<file path="src/sdpos_pkg.sv">
// Package of the square-doubling pop-order sorter: widths, codes, types, helpers.
// No dependencies; the other source files, apart from assert_macros.svh, use it by scoped names.
package sdpos_pkg;

    localparam int MAX_ITEMS_DEF = 64;
    localparam int VALUE_W       = 16;
    localparam int POS_W         = 6;
    localparam int THR_W         = 32;
    localparam int SQ_W          = 32;
    localparam int LIMIT_W       = 6;
    localparam int ROUND_CAP     = 32;
    localparam int ROUND_W       = 5;
    localparam int TAG_W         = 6;
    localparam int CFG_IDX_W     = 1;
    localparam int QUEUE_DEPTH   = 4;

    localparam logic [LIMIT_W-1:0] ROUND_CAP_L = LIMIT_W'(ROUND_CAP);
    localparam logic [THR_W-1:0]   THR_RESET   = 32'd65535;
    localparam logic [LIMIT_W-1:0] LIMIT_RESET = 6'd32;

    // Configuration register indexes.
    localparam logic [CFG_IDX_W-1:0] CFG_POP_THRESHOLD = 1'b0;
    localparam logic [CFG_IDX_W-1:0] CFG_ROUND_LIMIT   = 1'b1;

    // Tag: top bit set means the value never pops (zero), else low bits give the round.
    typedef struct packed {
        logic [VALUE_W-1:0] value;
        logic [TAG_W-1:0]   tag;
        logic               last;
    } item_t;

    typedef struct packed {
        logic [VALUE_W-1:0] value;
        logic [TAG_W-1:0]   tag;
    } entry_t;

    typedef struct packed {
        logic [VALUE_W-1:0] value;
        logic [POS_W-1:0]   position;
        logic               present;
        logic               last;
        logic               dropped;
    } result_t;

    typedef enum logic [1:0] {
        ST_LOAD,
        ST_PRIME,
        ST_SCAN,
        ST_FLUSH
    } back_state_t;

    // Number of bits up to and including the highest set bit.
    function automatic logic [LIMIT_W-1:0] bit_len(input logic [SQ_W-1:0] x);
        logic [LIMIT_W-1:0] n;
        n = '0;
        for (int b = 0; b < SQ_W; b++) begin
            if (x[b]) begin
                n = LIMIT_W'(b + 1);
            end
        end
        return n;
    endfunction

    // Number of consecutive set bits starting from bit 0.
    function automatic logic [LIMIT_W-1:0] trailing_ones(input logic [ROUND_CAP-1:0] x);
        logic [LIMIT_W-1:0] n;
        n = ROUND_CAP_L;
        for (int b = ROUND_CAP - 1; b >= 0; b--) begin
            if (!x[b]) begin
                n = LIMIT_W'(b);
            end
        end
        return n;
    endfunction

endpackage

</file>
<file path="src/sdpos_if.sv">
// Channel interfaces of the pop-order sorter: input items and results.
// Depends on sdpos_pkg for field widths.
interface sdpos_item_if;
    logic                            valid;
    logic                            ready;
    logic [sdpos_pkg::VALUE_W-1:0]   item_value;
    logic                            batch_end;

    modport source (output valid, item_value, batch_end, input ready);
    modport sink   (input valid, item_value, batch_end, output ready);
endinterface

interface sdpos_result_if;
    logic                            valid;
    logic                            ready;
    logic [sdpos_pkg::VALUE_W-1:0]   out_value;
    logic [sdpos_pkg::POS_W-1:0]     out_position;
    logic                            out_valid;
    logic                            out_last;
    logic                            out_dropped;

    modport source (output valid, out_value, out_position, out_valid, out_last, out_dropped,
                    input ready);
    modport sink   (input valid, out_value, out_position, out_valid, out_last, out_dropped,
                    output ready);
endinterface

</file>
<file path="src/sdpos_front.sv">
// Front end of the pop-order sorter: squares each value and works out its pop round.
// Depends on sdpos_pkg.
module sdpos_front
(
    input  logic                              clk,
    input  logic                              rst_n,
    input  logic                              in_valid,
    output logic                              in_ready,
    input  logic [sdpos_pkg::VALUE_W-1:0]     in_value,
    input  logic                              in_end,
    input  logic [sdpos_pkg::THR_W-1:0]       threshold,
    output logic                              push,
    output sdpos_pkg::item_t                  push_item,
    input  logic                              q_full
);

    logic                                s1_valid_reg;
    logic [sdpos_pkg::VALUE_W-1:0]       s1_value_reg;
    logic                                s1_end_reg;
    logic                                s2_valid_reg;
    logic [sdpos_pkg::VALUE_W-1:0]       s2_value_reg;
    logic                                s2_end_reg;
    logic [sdpos_pkg::SQ_W-1:0]          s2_sq_reg;
    logic                                s3_valid_reg;
    logic [sdpos_pkg::VALUE_W-1:0]       s3_value_reg;
    logic                                s3_end_reg;
    logic [sdpos_pkg::SQ_W-1:0]          s3_sq_reg;
    logic [sdpos_pkg::LIMIT_W-1:0]       s3_k0_reg;
    logic                                s3_nz_reg;

    logic                                adv;
    logic [sdpos_pkg::SQ_W-1:0]          sq;
    logic [sdpos_pkg::LIMIT_W-1:0]       len_sq;
    logic [sdpos_pkg::LIMIT_W-1:0]       len_thr;
    logic [sdpos_pkg::LIMIT_W-1:0]       k0;
    logic [sdpos_pkg::THR_W-1:0]         thr_shift;
    logic                                hit;
    logic [sdpos_pkg::LIMIT_W-1:0]       shift_k;
    logic [sdpos_pkg::LIMIT_W-1:0]       round_full;

    // Advance the whole pipe unless the last stage is blocked by a full queue.
    assign adv      = !s3_valid_reg || !q_full;
    assign in_ready = adv;
    assign push     = s3_valid_reg && !q_full;

    assign sq = sdpos_pkg::SQ_W'(s1_value_reg) * sdpos_pkg::SQ_W'(s1_value_reg);

    // sq << k > T holds exactly when sq > T >> k; bit lengths narrow k to two choices.
    assign len_sq  = sdpos_pkg::bit_len(s2_sq_reg);
    assign len_thr = sdpos_pkg::bit_len(threshold);
    assign k0      = (len_thr > len_sq) ? (len_thr - len_sq) : sdpos_pkg::LIMIT_W'(1);

    assign thr_shift  = threshold >> s3_k0_reg;
    assign hit        = s3_sq_reg > thr_shift;
    assign shift_k    = hit ? s3_k0_reg : (s3_k0_reg + 1'b1);
    assign round_full = shift_k - 1'b1;

    always_comb
    begin
        push_item.value = s3_value_reg;
        push_item.last  = s3_end_reg;
        if (s3_nz_reg)
        begin
            push_item.tag = {1'b0, round_full[sdpos_pkg::ROUND_W-1:0]};
        end
        else
        begin
            push_item.tag = {1'b1, {sdpos_pkg::ROUND_W{1'b0}}};
        end
    end

    always_ff @(posedge clk or negedge rst_n)
    begin
        if (!rst_n)
        begin
            s1_valid_reg <= 1'b0;
            s2_valid_reg <= 1'b0;
            s3_valid_reg <= 1'b0;
        end
        else if (adv)
        begin
            s1_valid_reg <= in_valid;
            s2_valid_reg <= s1_valid_reg;
            s3_valid_reg <= s2_valid_reg;
        end
    end

    always_ff @(posedge clk)
    begin
        if (adv)
        begin
            s1_value_reg <= in_value;
            s1_end_reg   <= in_end;
            s2_value_reg <= s1_value_reg;
            s2_end_reg   <= s1_end_reg;
            s2_sq_reg    <= sq;
            s3_value_reg <= s2_value_reg;
            s3_end_reg   <= s2_end_reg;
            s3_sq_reg    <= s2_sq_reg;
            s3_k0_reg    <= k0;
            s3_nz_reg    <= (s2_sq_reg != '0);
        end
    end

endmodule

</file>
<file path="src/sdpos_queue.sv">
// Short queue of classified items between the front and back of the pop-order sorter.
// Depends on sdpos_pkg.
module sdpos_queue
(
    input  logic               clk,
    input  logic               rst_n,
    input  logic               push,
    input  sdpos_pkg::item_t   push_item,
    output logic               full,
    input  logic               pop,
    output logic               empty,
    output sdpos_pkg::item_t   pop_item
);

    localparam int PTR_W = $clog2(sdpos_pkg::QUEUE_DEPTH);
    localparam int CNT_W = $clog2(sdpos_pkg::QUEUE_DEPTH + 1);

    sdpos_pkg::item_t   slot_reg [sdpos_pkg::QUEUE_DEPTH];
    logic [PTR_W-1:0]   wr_ptr_reg;
    logic [PTR_W-1:0]   wr_ptr_next;
    logic [PTR_W-1:0]   rd_ptr_reg;
    logic [PTR_W-1:0]   rd_ptr_next;
    logic [CNT_W-1:0]   count_reg;
    logic [CNT_W-1:0]   count_next;

    assign full     = (count_reg == CNT_W'(sdpos_pkg::QUEUE_DEPTH));
    assign empty    = (count_reg == '0);
    assign pop_item = slot_reg[rd_ptr_reg];

    always_comb
    begin
        wr_ptr_next = push ? (wr_ptr_reg + 1'b1) : wr_ptr_reg;
        rd_ptr_next = pop ? (rd_ptr_reg + 1'b1) : rd_ptr_reg;
        count_next  = count_reg;
        if (push && !pop)
        begin
            count_next = count_reg + 1'b1;
        end
        else if (pop && !push)
        begin
            count_next = count_reg - 1'b1;
        end
    end

    always_ff @(posedge clk or negedge rst_n)
    begin
        if (!rst_n)
        begin
            wr_ptr_reg <= '0;
            rd_ptr_reg <= '0;
            count_reg  <= '0;
        end
        else
        begin
            wr_ptr_reg <= wr_ptr_next;
            rd_ptr_reg <= rd_ptr_next;
            count_reg  <= count_next;
        end
    end

    always_ff @(posedge clk)
    begin
        if (push)
        begin
            slot_reg[wr_ptr_reg] <= push_item;
        end
    end

endmodule

</file>
<file path="src/sdpos_back.sv">
// Back end of the pop-order sorter: stores the batch, then sweeps it round by round.
// Depends on sdpos_pkg.
module sdpos_back
#(
    parameter int MAX_ITEMS = sdpos_pkg::MAX_ITEMS_DEF
)
(
    input  logic                            clk,
    input  logic                            rst_n,
    input  logic                            q_empty,
    input  sdpos_pkg::item_t                q_item,
    output logic                            q_pop,
    input  logic [sdpos_pkg::LIMIT_W-1:0]   round_limit,
    output logic                            res_valid,
    input  logic                            res_ready,
    output sdpos_pkg::result_t              res
);

    localparam int ADDR_W = $clog2(MAX_ITEMS);
    localparam int CNT_W  = $clog2(MAX_ITEMS + 1);

    sdpos_pkg::entry_t                  mem [MAX_ITEMS];
    sdpos_pkg::entry_t                  rd_data_reg;

    sdpos_pkg::back_state_t             state_reg;
    sdpos_pkg::back_state_t             state_next;
    logic [CNT_W-1:0]                   count_reg;
    logic [CNT_W-1:0]                   count_next;
    logic                               overflow_reg;
    logic                               overflow_next;
    logic [sdpos_pkg::ROUND_CAP-1:0]    seen_reg;
    logic [sdpos_pkg::ROUND_CAP-1:0]    seen_next;
    logic [sdpos_pkg::LIMIT_W-1:0]      rounds_reg;
    logic [sdpos_pkg::LIMIT_W-1:0]      rounds_next;
    logic [sdpos_pkg::ROUND_W-1:0]      round_reg;
    logic [sdpos_pkg::ROUND_W-1:0]      round_next;
    logic [ADDR_W-1:0]                  idx_reg;
    logic [ADDR_W-1:0]                  idx_next;
    logic                               hold_valid_reg;
    logic                               hold_valid_next;
    logic [sdpos_pkg::VALUE_W-1:0]      hold_value_reg;
    logic [sdpos_pkg::VALUE_W-1:0]      hold_value_next;
    logic [sdpos_pkg::POS_W-1:0]        pos_reg;
    logic [sdpos_pkg::POS_W-1:0]        pos_next;
    logic                               res_full_reg;
    sdpos_pkg::result_t                 res_reg;

    logic                               mem_we;
    logic                               rd_en;
    logic [ADDR_W-1:0]                  rd_addr;
    logic                               push_res;
    sdpos_pkg::result_t                 res_data;
    logic                               out_free;
    logic [sdpos_pkg::LIMIT_W-1:0]      limit_eff;
    logic [sdpos_pkg::LIMIT_W-1:0]      trail;
    logic                               match;
    logic                               last_idx;
    logic                               last_round;
    logic                               consume;

    assign out_free  = !res_full_reg || res_ready;
    assign res_valid = res_full_reg;
    assign res       = res_reg;

    assign limit_eff = (round_limit > sdpos_pkg::ROUND_CAP_L) ? sdpos_pkg::ROUND_CAP_L
                                                              : round_limit;
    assign trail     = sdpos_pkg::trailing_ones(seen_reg);

    assign match      = (rd_data_reg.tag == {1'b0, round_reg});
    assign last_idx   = ((CNT_W'(idx_reg) + 1'b1) == count_reg);
    assign last_round = ((sdpos_pkg::LIMIT_W'(round_reg) + 1'b1) == rounds_reg);
    // Stall only when a second hit needs the held one moved out and the output is busy.
    assign consume    = !(match && hold_valid_reg && !out_free);

    always_ff @(posedge clk or negedge rst_n)
    begin
        if (!rst_n)
        begin
            state_reg <= sdpos_pkg::ST_LOAD;
        end
        else
        begin
            state_reg <= state_next;
        end
    end

    always_comb
    begin
        state_next      = state_reg;
        count_next      = count_reg;
        overflow_next   = overflow_reg;
        seen_next       = seen_reg;
        rounds_next     = rounds_reg;
        round_next      = round_reg;
        idx_next        = idx_reg;
        hold_valid_next = hold_valid_reg;
        hold_value_next = hold_value_reg;
        pos_next        = pos_reg;
        q_pop           = 1'b0;
        mem_we          = 1'b0;
        rd_en           = 1'b0;
        rd_addr         = idx_reg;
        push_res        = 1'b0;
        res_data        = '0;

        unique case (state_reg)
            sdpos_pkg::ST_LOAD:
            begin
                if (!q_empty)
                begin
                    q_pop = 1'b1;
                    if (count_reg < CNT_W'(MAX_ITEMS))
                    begin
                        mem_we     = 1'b1;
                        count_next = count_reg + 1'b1;
                        if (!q_item.tag[sdpos_pkg::TAG_W-1])
                        begin
                            seen_next = seen_reg | (sdpos_pkg::ROUND_CAP'(1)
                                        << q_item.tag[sdpos_pkg::ROUND_W-1:0]);
                        end
                    end
                    else
                    begin
                        overflow_next = 1'b1;
                    end
                    if (q_item.last)
                    begin
                        state_next = sdpos_pkg::ST_PRIME;
                    end
                end
            end

            sdpos_pkg::ST_PRIME:
            begin
                rounds_next = (trail < limit_eff) ? trail : limit_eff;
                round_next  = '0;
                idx_next    = '0;
                if ((trail == '0) || (limit_eff == '0))
                begin
                    state_next = sdpos_pkg::ST_FLUSH;
                end
                else
                begin
                    rd_en      = 1'b1;
                    rd_addr    = '0;
                    state_next = sdpos_pkg::ST_SCAN;
                end
            end

            sdpos_pkg::ST_SCAN:
            begin
                if (consume)
                begin
                    if (match)
                    begin
                        if (hold_valid_reg)
                        begin
                            push_res          = 1'b1;
                            res_data.value    = hold_value_reg;
                            res_data.position = pos_reg;
                            res_data.present  = 1'b1;
                            res_data.last     = 1'b0;
                            res_data.dropped  = overflow_reg;
                            pos_next          = pos_reg + 1'b1;
                        end
                        hold_valid_next = 1'b1;
                        hold_value_next = rd_data_reg.value;
                    end
                    if (last_idx)
                    begin
                        idx_next = '0;
                        if (last_round)
                        begin
                            state_next = sdpos_pkg::ST_FLUSH;
                        end
                        else
                        begin
                            round_next = round_reg + 1'b1;
                            rd_en      = 1'b1;
                            rd_addr    = '0;
                        end
                    end
                    else
                    begin
                        idx_next = idx_reg + 1'b1;
                        rd_en    = 1'b1;
                        rd_addr  = idx_reg + 1'b1;
                    end
                end
            end

            sdpos_pkg::ST_FLUSH:
            begin
                if (out_free)
                begin
                    push_res          = 1'b1;
                    res_data.value    = hold_valid_reg ? hold_value_reg : '0;
                    res_data.position = hold_valid_reg ? pos_reg : '0;
                    res_data.present  = hold_valid_reg;
                    res_data.last     = 1'b1;
                    res_data.dropped  = overflow_reg;
                    count_next        = '0;
                    overflow_next     = 1'b0;
                    seen_next         = '0;
                    hold_valid_next   = 1'b0;
                    pos_next          = '0;
                    state_next        = sdpos_pkg::ST_LOAD;
                end
            end
        endcase
    end

    always_ff @(posedge clk or negedge rst_n)
    begin
        if (!rst_n)
        begin
            count_reg      <= '0;
            overflow_reg   <= 1'b0;
            seen_reg       <= '0;
            rounds_reg     <= '0;
            round_reg      <= '0;
            idx_reg        <= '0;
            hold_valid_reg <= 1'b0;
            pos_reg        <= '0;
            res_full_reg   <= 1'b0;
        end
        else
        begin
            count_reg      <= count_next;
            overflow_reg   <= overflow_next;
            seen_reg       <= seen_next;
            rounds_reg     <= rounds_next;
            round_reg      <= round_next;
            idx_reg        <= idx_next;
            hold_valid_reg <= hold_valid_next;
            pos_reg        <= pos_next;
            if (push_res)
            begin
                res_full_reg <= 1'b1;
            end
            else if (res_ready)
            begin
                res_full_reg <= 1'b0;
            end
        end
    end

    always_ff @(posedge clk)
    begin
        hold_value_reg <= hold_value_next;
        if (push_res)
        begin
            res_reg <= res_data;
        end
    end

    // Batch store: one write port while loading, one registered read port while sweeping.
    always_ff @(posedge clk)
    begin
        if (mem_we)
        begin
            mem[count_reg[ADDR_W-1:0]] <= '{value: q_item.value, tag: q_item.tag};
        end
        if (rd_en)
        begin
            rd_data_reg <= mem[rd_addr];
        end
    end

endmodule

</file>
<file path="src/square_doubling_pop_order_sorter.sv">
// Top level of the square-doubling pop-order sorter: config registers, front, queue, back.
// Depends on sdpos_pkg, sdpos_if, sdpos_front, sdpos_queue and sdpos_back.
//
// Collects a batch of 16-bit values, one request per cycle, and on the request
// marked batch_end emits the values that pop, ordered by pop round and then by
// load order, each with its position. A value pops in the first round r for
// which (value*value) << (r+1) exceeds pop_threshold; rounds are tried from
// zero and the walk stops at the first round in which nothing pops, or at
// round_limit (capped at 32). Zeros never pop. A batch with no popped value
// yields one result with out_valid low; out_last marks the final result and
// out_dropped flags requests that arrived with MAX_ITEMS already stored.
// Timing: the front takes one request per cycle through three register stages
// (multiply, bit length, shift and compare) into a four-entry queue; the back
// stores one item per cycle. At batch end the back sets up in ST_PRIME, then
// sweeps its single-read-port store item by item once per round in ST_SCAN
// (rounds is the number of rounds that actually pop, at most 32), and closes
// the batch in ST_FLUSH; back-pressure from the sink can stall both. Input
// requests are held off only once the queue and front pipe are full during that
// sweep. The store needs no clearing pass after reset. Configuration writes take effect on the
// next edge and must only be made while the block is idle.
module square_doubling_pop_order_sorter
#(
    parameter int MAX_ITEMS = sdpos_pkg::MAX_ITEMS_DEF
)
(
    input  logic                              clk,
    input  logic                              rst_n,
    sdpos_item_if.sink                        item_ch,
    sdpos_result_if.source                    result_ch,
    input  logic                              cfg_we,
    input  logic [sdpos_pkg::CFG_IDX_W-1:0]   cfg_index,
    input  logic [sdpos_pkg::THR_W-1:0]       cfg_data
);

    logic [sdpos_pkg::THR_W-1:0]    threshold_reg;
    logic [sdpos_pkg::LIMIT_W-1:0]  limit_reg;

    logic                           q_push;
    sdpos_pkg::item_t               q_push_item;
    logic                           q_full;
    logic                           q_pop;
    logic                           q_empty;
    sdpos_pkg::item_t               q_pop_item;
    logic                           res_valid;
    sdpos_pkg::result_t             res;

    // Configuration registers: plain writes, no read-back.
    always_ff @(posedge clk or negedge rst_n)
    begin
        if (!rst_n)
        begin
            threshold_reg <= sdpos_pkg::THR_RESET;
            limit_reg     <= sdpos_pkg::LIMIT_RESET;
        end
        else if (cfg_we)
        begin
            unique case (cfg_index)
                sdpos_pkg::CFG_POP_THRESHOLD: threshold_reg <= cfg_data;
                sdpos_pkg::CFG_ROUND_LIMIT:   limit_reg     <= cfg_data[sdpos_pkg::LIMIT_W-1:0];
            endcase
        end
    end

    // Classify each request: square it and find its natural pop round.
    sdpos_front u_front
    (
        .clk       (clk),
        .rst_n     (rst_n),
        .in_valid  (item_ch.valid),
        .in_ready  (item_ch.ready),
        .in_value  (item_ch.item_value),
        .in_end    (item_ch.batch_end),
        .threshold (threshold_reg),
        .push      (q_push),
        .push_item (q_push_item),
        .q_full    (q_full)
    );

    // Decouple classification from the batch sweep.
    sdpos_queue u_queue
    (
        .clk       (clk),
        .rst_n     (rst_n),
        .push      (q_push),
        .push_item (q_push_item),
        .full      (q_full),
        .pop       (q_pop),
        .empty     (q_empty),
        .pop_item  (q_pop_item)
    );

    // Store the batch, then emit the popped values in round order.
    sdpos_back #(
        .MAX_ITEMS (MAX_ITEMS)
    ) u_back
    (
        .clk         (clk),
        .rst_n       (rst_n),
        .q_empty     (q_empty),
        .q_item      (q_pop_item),
        .q_pop       (q_pop),
        .round_limit (limit_reg),
        .res_valid   (res_valid),
        .res_ready   (result_ch.ready),
        .res         (res)
    );

    assign result_ch.valid        = res_valid;
    assign result_ch.out_value    = res.value;
    assign result_ch.out_position = res.position;
    assign result_ch.out_valid    = res.present;
    assign result_ch.out_last     = res.last;
    assign result_ch.out_dropped  = res.dropped;

endmodule

</file>
<file path="src/flat_wrapper.sv">
// flat-port wrapper written by rule: the top's interface ports become plain ports
module square_doubling_pop_order_sorter_flat 
#(
    parameter int MAX_ITEMS = sdpos_pkg::MAX_ITEMS_DEF
)
  (clk, rst_n, cfg_we, cfg_index, cfg_data, item_ch_valid, item_ch_item_value, item_ch_batch_end, item_ch_ready, result_ch_valid, result_ch_out_value, result_ch_out_position, result_ch_out_valid, result_ch_out_last, result_ch_out_dropped, result_ch_ready);
  sdpos_item_if item_ch_i ();
  sdpos_result_if result_ch_i ();
  input  logic clk;
  input  logic rst_n;
  input  logic cfg_we;
  input  logic [sdpos_pkg::CFG_IDX_W-1:0] cfg_index;
  input  logic [sdpos_pkg::THR_W-1:0] cfg_data;
  input wire logic [$bits(item_ch_i.valid)-1:0] item_ch_valid;
  input wire logic [$bits(item_ch_i.item_value)-1:0] item_ch_item_value;
  input wire logic [$bits(item_ch_i.batch_end)-1:0] item_ch_batch_end;
  output wire logic [$bits(item_ch_i.ready)-1:0] item_ch_ready;
  output wire logic [$bits(result_ch_i.valid)-1:0] result_ch_valid;
  output wire logic [$bits(result_ch_i.out_value)-1:0] result_ch_out_value;
  output wire logic [$bits(result_ch_i.out_position)-1:0] result_ch_out_position;
  output wire logic [$bits(result_ch_i.out_valid)-1:0] result_ch_out_valid;
  output wire logic [$bits(result_ch_i.out_last)-1:0] result_ch_out_last;
  output wire logic [$bits(result_ch_i.out_dropped)-1:0] result_ch_out_dropped;
  input wire logic [$bits(result_ch_i.ready)-1:0] result_ch_ready;
  assign item_ch_i.valid = item_ch_valid;
  assign item_ch_i.item_value = item_ch_item_value;
  assign item_ch_i.batch_end = item_ch_batch_end;
  assign item_ch_ready = item_ch_i.ready;
  assign result_ch_valid = result_ch_i.valid;
  assign result_ch_out_value = result_ch_i.out_value;
  assign result_ch_out_position = result_ch_i.out_position;
  assign result_ch_out_valid = result_ch_i.out_valid;
  assign result_ch_out_last = result_ch_i.out_last;
  assign result_ch_out_dropped = result_ch_i.out_dropped;
  assign result_ch_i.ready = result_ch_ready;
  square_doubling_pop_order_sorter #(.MAX_ITEMS(MAX_ITEMS)) u_core (.clk(clk), .rst_n(rst_n), .item_ch(item_ch_i), .result_ch(result_ch_i), .cfg_we(cfg_we), .cfg_index(cfg_index), .cfg_data(cfg_data));
endmodule
</file>
<file path="config.mk">
export PLATFORM = sky130hd
export DESIGN_NAME = square_doubling_pop_order_sorter_flat
export DESIGN_NICKNAME = d
export VERILOG_FILES = /design/src/sdpos_pkg.sv /design/src/sdpos_if.sv /design/src/sdpos_front.sv /design/src/sdpos_queue.sv /design/src/sdpos_back.sv /design/src/square_doubling_pop_order_sorter.sv /design/src/flat_wrapper.sv
export SDC_FILE = /design/constraint.sdc
export NUM_CORES = 2
export LEC_CHECK = 0
export ABC_AREA = 0
export BUFFER_PORTS_ARGS = -buffer_cell sky130_fd_sc_hd__buf_2
export CORE_ASPECT_RATIO = 0.7
export CORE_MARGIN = 5
export CORE_UTILIZATION = 43
export CTS_BUF_LIST = sky130_fd_sc_hd__clkbuf_8 sky130_fd_sc_hd__clkbuf_16
export CTS_CLUSTER_DIAMETER = 200
export DETAILED_ROUTE_END_ITERATION = 6
export SLEW_MARGIN = 15
export SYNTH_ARGS = -nofsm -noshare
export SYNTH_HDL_FRONTEND = slang
export SYNTH_SLANG_ARGS = --single-unit
</file>
<file path="constraint.sdc">
create_clock -name clk -period 7.95 [get_ports clk]
set_input_delay 1.1925 -clock clk [delete_from_list [all_inputs] [get_ports clk]]
set_output_delay 1.1925 -clock clk [all_outputs]
set_load 0.01 [all_outputs]
</file>
# Word-level counts from Yosys, hierarchy flattened
# Memories as Yosys holds them, arrays and structs flattened. A register that Yosys moved wholly into a read port is not among the register bits.
# Cells that the tools add are included.
[op_classes] n_shift=2 mux=171 bitwise_logic=3 eq_ne=19 n_reduce_logical=35 order_cmp=5 n_addsub=13 mul=1
[ops] op="6-bit two-way mux" count=107
[ops] op="32-bit two-way mux" count=4
[ops] op="25-bit two-way mux" count=4
[ops] op="32-bit one-hot mux with 2 select lines" count=1
[ops] op="25-bit one-hot mux with 2 select lines" count=1
[ops] op="6-bit one-hot mux with 2 select lines" count=3
[ops] op="32-bit > comparator" count=1
[ops] op="16-bit by 16-bit multiplier with 32-bit output" count=1
[ops] op="32-bit bitwise OR" count=1
[ops] op="32-bit nonzero test" count=1
[ops] op="1-bit by 5-bit left shift with 32-bit output (first input constant)" count=1
[ops] op="32-bit by 6-bit right shift with 32-bit output" count=1
[ops] op="1-bit two-way mux" count=27
[ops] op="2-bit != test (second input constant)" count=11
[ops] op="7-bit two-way mux" count=3
[ops] op="5-bit two-way mux" count=4
[ops] op="16-bit two-way mux" count=1
[ops] op="4-bit AND reduction" count=4
[ops] op="2-bit two-way mux" count=7
[ops] op="7-bit one-hot mux with 2 select lines" count=1
[ops] op="6-bit by 1-bit adder with 6-bit output (second input constant)" count=2
[ops] op="6-bit logical NOT" count=2
[ops] op="5-bit by 1-bit adder with 5-bit output (second input constant)" count=2
[ops] op="5-bit one-hot mux with 2 select lines" count=1
[ops] op="other kinds (33)" count=58
[word_totals] mem_bits_rw=1500 register_bits=278 out_inout_bits=27 memories=2
[memory_table] name="u_core.u_back.mem" words=64 width=22 rd=1 rd_ports_with_merged_regs=1 write_ports=1 line_no="sdpos_back.sv:22" rtl="sdpos_pkg::entry_t mem [MAX_ITEMS];"
[memory_table] name="u_core.u_queue.slot_reg" words=4 width=23 rd=1 rd_ports_with_merged_regs=0 write_ports=1 line_no="sdpos_queue.sv:18" rtl="sdpos_pkg::item_t slot_reg [sdpos_pkg::QUEUE_DEPTH];"

# Depth between registers and ports, before layout
[depth] ltp_word=36 depth_mapped=26

# By module
# A second synthesis with hierarchy kept.
[unflattened] cells_unflattened=5984 hier_area_um2=82300.2
[modules_own_cells] mod="sdpos_back" cells_each=4326 area_each_um2=62668.9 instances=1
[modules_own_cells] mod="sdpos_front" cells_each=1421 area_each_um2=14273.7 instances=1
[modules_own_cells] mod="sdpos_queue" cells_each=155 area_each_um2=3756.1 instances=1
[modules_own_cells] mod="square_doubling_pop_order_sorter" cells_each=82 area_each_um2=1601.5 instances=1

# Worst setup path before layout
# OpenSTA, ideal clock, no wires.
[synth_path] path_type="register to register" startpoint="register u_core.u_front.s1_value_reg[2] in the netlist's numbering" endpoint="register u_core.u_front.s2_sq_reg[30] in the netlist's numbering, data pin" required_ns=7.688 setup_slack_ns=1.604 setup_time_ns=0.262 period_less_slack_ns=6.346 arrival_time_ns=6.084 path_stages_with_launch=26 n_path_buf=1 cell_sequence="edfxtp_1 -> clkbuf_1 -> nand2_1 -> inv_1 -> fa_1 -> inv_1 -> fa_1 -> inv_1 -> fa_1 -> inv_1 -> fa_1 -> inv_1 -> fa_1 -> inv_1 -> fa_1 -> inv_1 -> ha_1 -> a21o_1 -> a21o_1 -> a31oi_1 -> o311ai_0 -> a41o_1 -> a31o_2 -> a41oi_1 -> o21bai_1 -> xor2_1"
[synth_between] elab_chain_cells=1
[synth_rtl] item="start: declaration" line_no="sdpos_front.sv:18" rtl="logic [sdpos_pkg::VALUE_W-1:0] s1_value_reg;"
[synth_rtl] item="start signal: assignment" line_no="sdpos_front.sv:92" rtl="s1_value_reg <= in_value;"
[synth_rtl] item="16-bit by 16-bit multiplier with 32-bit output" line_no="sdpos_front.sv:46" rtl="assign sq = sdpos_pkg::SQ_W'(s1_value_reg) * sdpos_pkg::SQ_W'(s1_value_reg);"
[synth_rtl] item="via u_core.u_front.sq (one bit)" line_no="sdpos_front.sv:32" rtl="logic [sdpos_pkg::SQ_W-1:0] sq;"
[synth_rtl] item="end signal: assignment" line_no="sdpos_front.sv:96" rtl="s2_sq_reg <= sq;"
[synth_rtl] item="end: declaration" line_no="sdpos_front.sv:23" rtl="logic [sdpos_pkg::SQ_W-1:0] s2_sq_reg;"
# The timed path passes the listed nets, and every way through them passes these cells.
# A chain may end at the register's enable or synchronous reset.

# Worst setup path after layout
[layout_path] startpoint="register u_core.u_front.s1_value_reg[6] in the netlist's numbering" endpoint="register u_core.u_front.s2_sq_reg[30] in the netlist's numbering, data pin"
# Same word-level chain as after synthesis.

==> results.sh <==
export IMPL_status="finished clean"
export IMPL_cts_setup_buffers=0
export IMPL_synth_edf_count=1681
export IMPL_layout_drive_gt1_share_pct=13.47
export IMPL_hold_violations=0
export IMPL_ios=82
export IMPL_cpPeakStageDelay_ns=0.84
export IMPL_crit_required_ns=8.50
export IMPL_yosysMostFrequentCell="edfxtp_1"
export IMPL_final_area_um2=91430
export IMPL_portBuffers=81
export IMPL_timing_rr_start="u_core.u_front.s1_value_reg[6]$_DFFE_PP_"
export IMPL_die_w_um=532.3
export IMPL_cts_buffers=173
export IMPL_endpoint="u_core.u_front.s2_sq_reg[30]$_DFFE_PP_"
export IMPL_yosys_area_share_simple_pct=7.130
export IMPL_drt_iter0_drc=5312
export IMPL_initial_core_util_pct=43.16
export IMPL_synth_commonest_cells="edfxtp_1, mux2i_1, nand2_1, inv_1, nor2_1"
export IMPL_crit_type="reg2reg"
export IMPL_yosysTopAreaCellShare_pct=61.47
export IMPL_slowest_stage="edfxtp_1"
export IMPL_period_share_pct=85.52
export IMPL_path_buf_inv=5
export IMPL_synth_warnings=0
export IMPL_rsz0062_at_grt="false"
export IMPL_syn_avg_cell_area_um2=14.69
export IMPL_synth_top_family_by_area="multiplexers"
export IMPL_cts_root_buf="clkbuf_16"
export IMPL_syn_area_um2=82120
export IMPL_setup_tns_ns=0
export IMPL_path_depth=22
export IMPL_chipHeight_um=375.6
export IMPL_post_synth_top_area_cell="edfxtp_1"
export IMPL_synth_compound_area_share_pct=7.315
export IMPL_crit_family="adder cells"
export IMPL_htreeDepth=4
export IMPL_setup_viol=0
export IMPL_grt_usage_pct=20.40
export IMPL_cts_sinks=1796
export IMPL_antenna_found_initial=8
export IMPL_globalplace_congestion=0.8594
export IMPL_grt_pass1_vias=45680
export IMPL_drv_cap=0
export IMPL_end_kind="flop"
export IMPL_die_area_um2=200000
export IMPL_async_flop_share_pct=6.403
export IMPL_row_count=134
export IMPL_critical_path_arrival_ns=7.35
export IMPL_tightest_slew_ns=1.317
export IMPL_crit_path_frequent_cell="fa_1"
export IMPL_largest_register_ffs=1408
export IMPL_cp_max_fo=17
export IMPL_cts_resized=0
export IMPL_postSynthCellCount=5590
export IMPL_rr_endpoint="u_core.u_front.s2_sq_reg[30]$_DFFE_PP_"
export IMPL_routed_wl_mm=207.9
export IMPL_synth_fa_ha_area_share_pct=6.423
export IMPL_worst_clock_skew_ns=0.04218
export IMPL_fin_nets=6074
export IMPL_grt_max_degree=134
export IMPL_crit_path_start="u_core.u_front.s1_value_reg[6]$_DFFE_PP_"
export IMPL_maxSlewViolCount=0
export IMPL_grt_first_pass_wirelength_mm=306.4
export IMPL_hpwl_mm=128.4
export IMPL_relSlewSlack_pct=12.22
export IMPL_drc=0
export IMPL_ys_seq_area_share_pct=65.00
export IMPL_wl_per_cell_um=24.89
export IMPL_ant_nets=0
export IMPL_dpl_cell_area_um2=85800
export IMPL_fin_crit_ns=6.799
export IMPL_synth_mux_area_share_pct=10.13
export IMPL_fmax_ghz=0.1471
export IMPL_area_delta_synth_final_pct=11.34
export IMPL_cts_tree="done"
export IMPL_rrSetupSlack_ns=1.15
export IMPL_reg2reg_depth=22
export IMPL_vias=46920
export IMPL_clock_latency_ns=0.81
export IMPL_yosys_register_bits=1796
export IMPL_critical_path_cell_chain="nand2_1 > fa_1 > inv_1 > fa_1 > inv_1 > fa_1 > inv_1 > fa_1 > inv_1 > fa_1 > fa_1 > inv_1 > ha_1 > nor2_1 > nor2_1 > a31oi_1 > o311ai_0 > a41o_1 > a31o_2 > a41oi_1 > o21bai_1 > xor2_1"
export IMPL_synth_ff_type="edfxtp_1"
export IMPL_coreArea_um2=190300
export IMPL_clkTransAtPathRegs_ns=0.07
export IMPL_syn_nets=5967
export IMPL_synthXorXnorAreaFrac_pct=0.7983
export IMPL_critPathLaunchType="flop"
export IMPL_ctsLongestPathBuffers=3
export IMPL_postCtsHoldBufs=0
export IMPL_synth_cell_types=89
export IMPL_firstDrtPassIters=5
export IMPL_overflow=0
export IMPL_synthTopCellsByArea="edfxtp_1, mux2i_1, fa_1, dfrtp_1, ha_1"
export IMPL_hp_class="reg2reg"
export IMPL_via_per_inst=5.617
==> area by class of cell <==
class | count | area [µm²]
Antenna cell | 2 | 5.005
Clock buffer | 178 | 4443
Clock inverter | 136 | 1170
Fill cell | 16220 | 98860
Inverter | 293 | 1100
Multi-Input combinational cell | 3201 | 26500
Sequential cell | 1796 | 53380
Tap cell | 2516 | 3148
Timing Repair Buffer | 232 | 1692
==> logic make-up after synthesis <==
| kind of cell | Yosys count |
|---|---|
| flops | 1796 |
| simple gates | 1223 |
| compound gates | 826 |
| mux | 756 |
| buf+inv | 593 |
| fa+ha+maj | 322 |
| xor+xnor | 74 |
==> per-stage QoR <==
step,std cells,setup slack [ns],hold slack (ns),util [%]
finish,8354,1.151,0.4119,48.05
global route,8353,0.7770,0.4266,48.05
CTS,8352,1.224,0.4156,48.04
detailed placement,8038,1.217,0.4045,45.09
global placement,8038,1.296,0.4044,45.09
floorplan,5590,1.604,0.4003,-
==> layer usage <==
layer | routed length [µm] | vias to the layer above | part of all wire [%] | global-route usage [%]
li1 | - | 21240 | - | -
met1 | 96230 | 23920 | 46 | 30.58
met2 | 87080 | 1518 | 42 | 28.81
met3 | 20340 | 242 | 9.8 | 6.412
met4 | 4239 | 4 | 2.0 | 5.008
met5 | 27 | - | 0.013 | 0
==> worst min path at each step <==
stage / startpoint / slack (ns) / to / cells past startpoint
after floorplan: u_core.u_back.rd_data_reg[6]$_DFFE_PP_ / 0.40 / u_core.u_back.hold_value_reg[0]$_DFFE_PP_ / 0
after global placement: u_core.u_front.s2_value_reg[5]$_DFFE_PP_ / 0.40 / u_core.u_front.s3_value_reg[5]$_DFFE_PP_ / 0
after detailed placement: u_core.u_front.s2_value_reg[4]$_DFFE_PP_ / 0.40 / u_core.u_front.s3_value_reg[4]$_DFFE_PP_ / 0
after CTS: u_core.u_front.s2_value_reg[4]$_DFFE_PP_ / 0.42 / u_core.u_front.s3_value_reg[4]$_DFFE_PP_ / 0
after global routing: u_core.u_front.s2_value_reg[11]$_DFFE_PP_ / 0.43 / u_core.u_front.s3_value_reg[11]$_DFFE_PP_ / 0
final: u_core.u_front.s2_value_reg[4]$_DFFE_PP_ / 0.41 / u_core.u_front.s3_value_reg[4]$_DFFE_PP_ / 0
==> placed cells by master (no fill, tap or decap), types with 20 or more instances in the layout <==
master,synthesis,routed
o22ai_1,30,30
clkbuf_16,0,177
fa_1,166,166
ha_1,156,156
buf_4,40,140
o21ai_0,147,147
and3_1,106,106
a2111oi_2,21,22
clkinv_1,1,36
a21oi_1,103,99
edfxtp_1,1681,1681
dfrtp_1,98,98
a311oi_1,48,48
inv_1,291,324
and2_1,92,91
nor2b_1,100,98
mux2i_1,598,598
nor2_1,225,160
mux2_2,109,109
nand2b_1,21,20
nand2_1,468,468
o221ai_1,64,61
clkinv_2,0,29
a21o_1,40,39
mux4_2,49,49
a32o_1,22,22
xnor2_1,42,42
nor3_1,26,26
a21boi_0,75,74
a32oi_1,25,25
a211oi_1,98,98
nor2_2,0,47
nand3_1,82,81
xor2_1,31,31
a22oi_1,22,22
buf_2,64,80
nand4_1,38,38
Power is left out: the tool's default activity adds up to more than one toggle a clock period on the data nets, which glitch-free logic cannot reach.
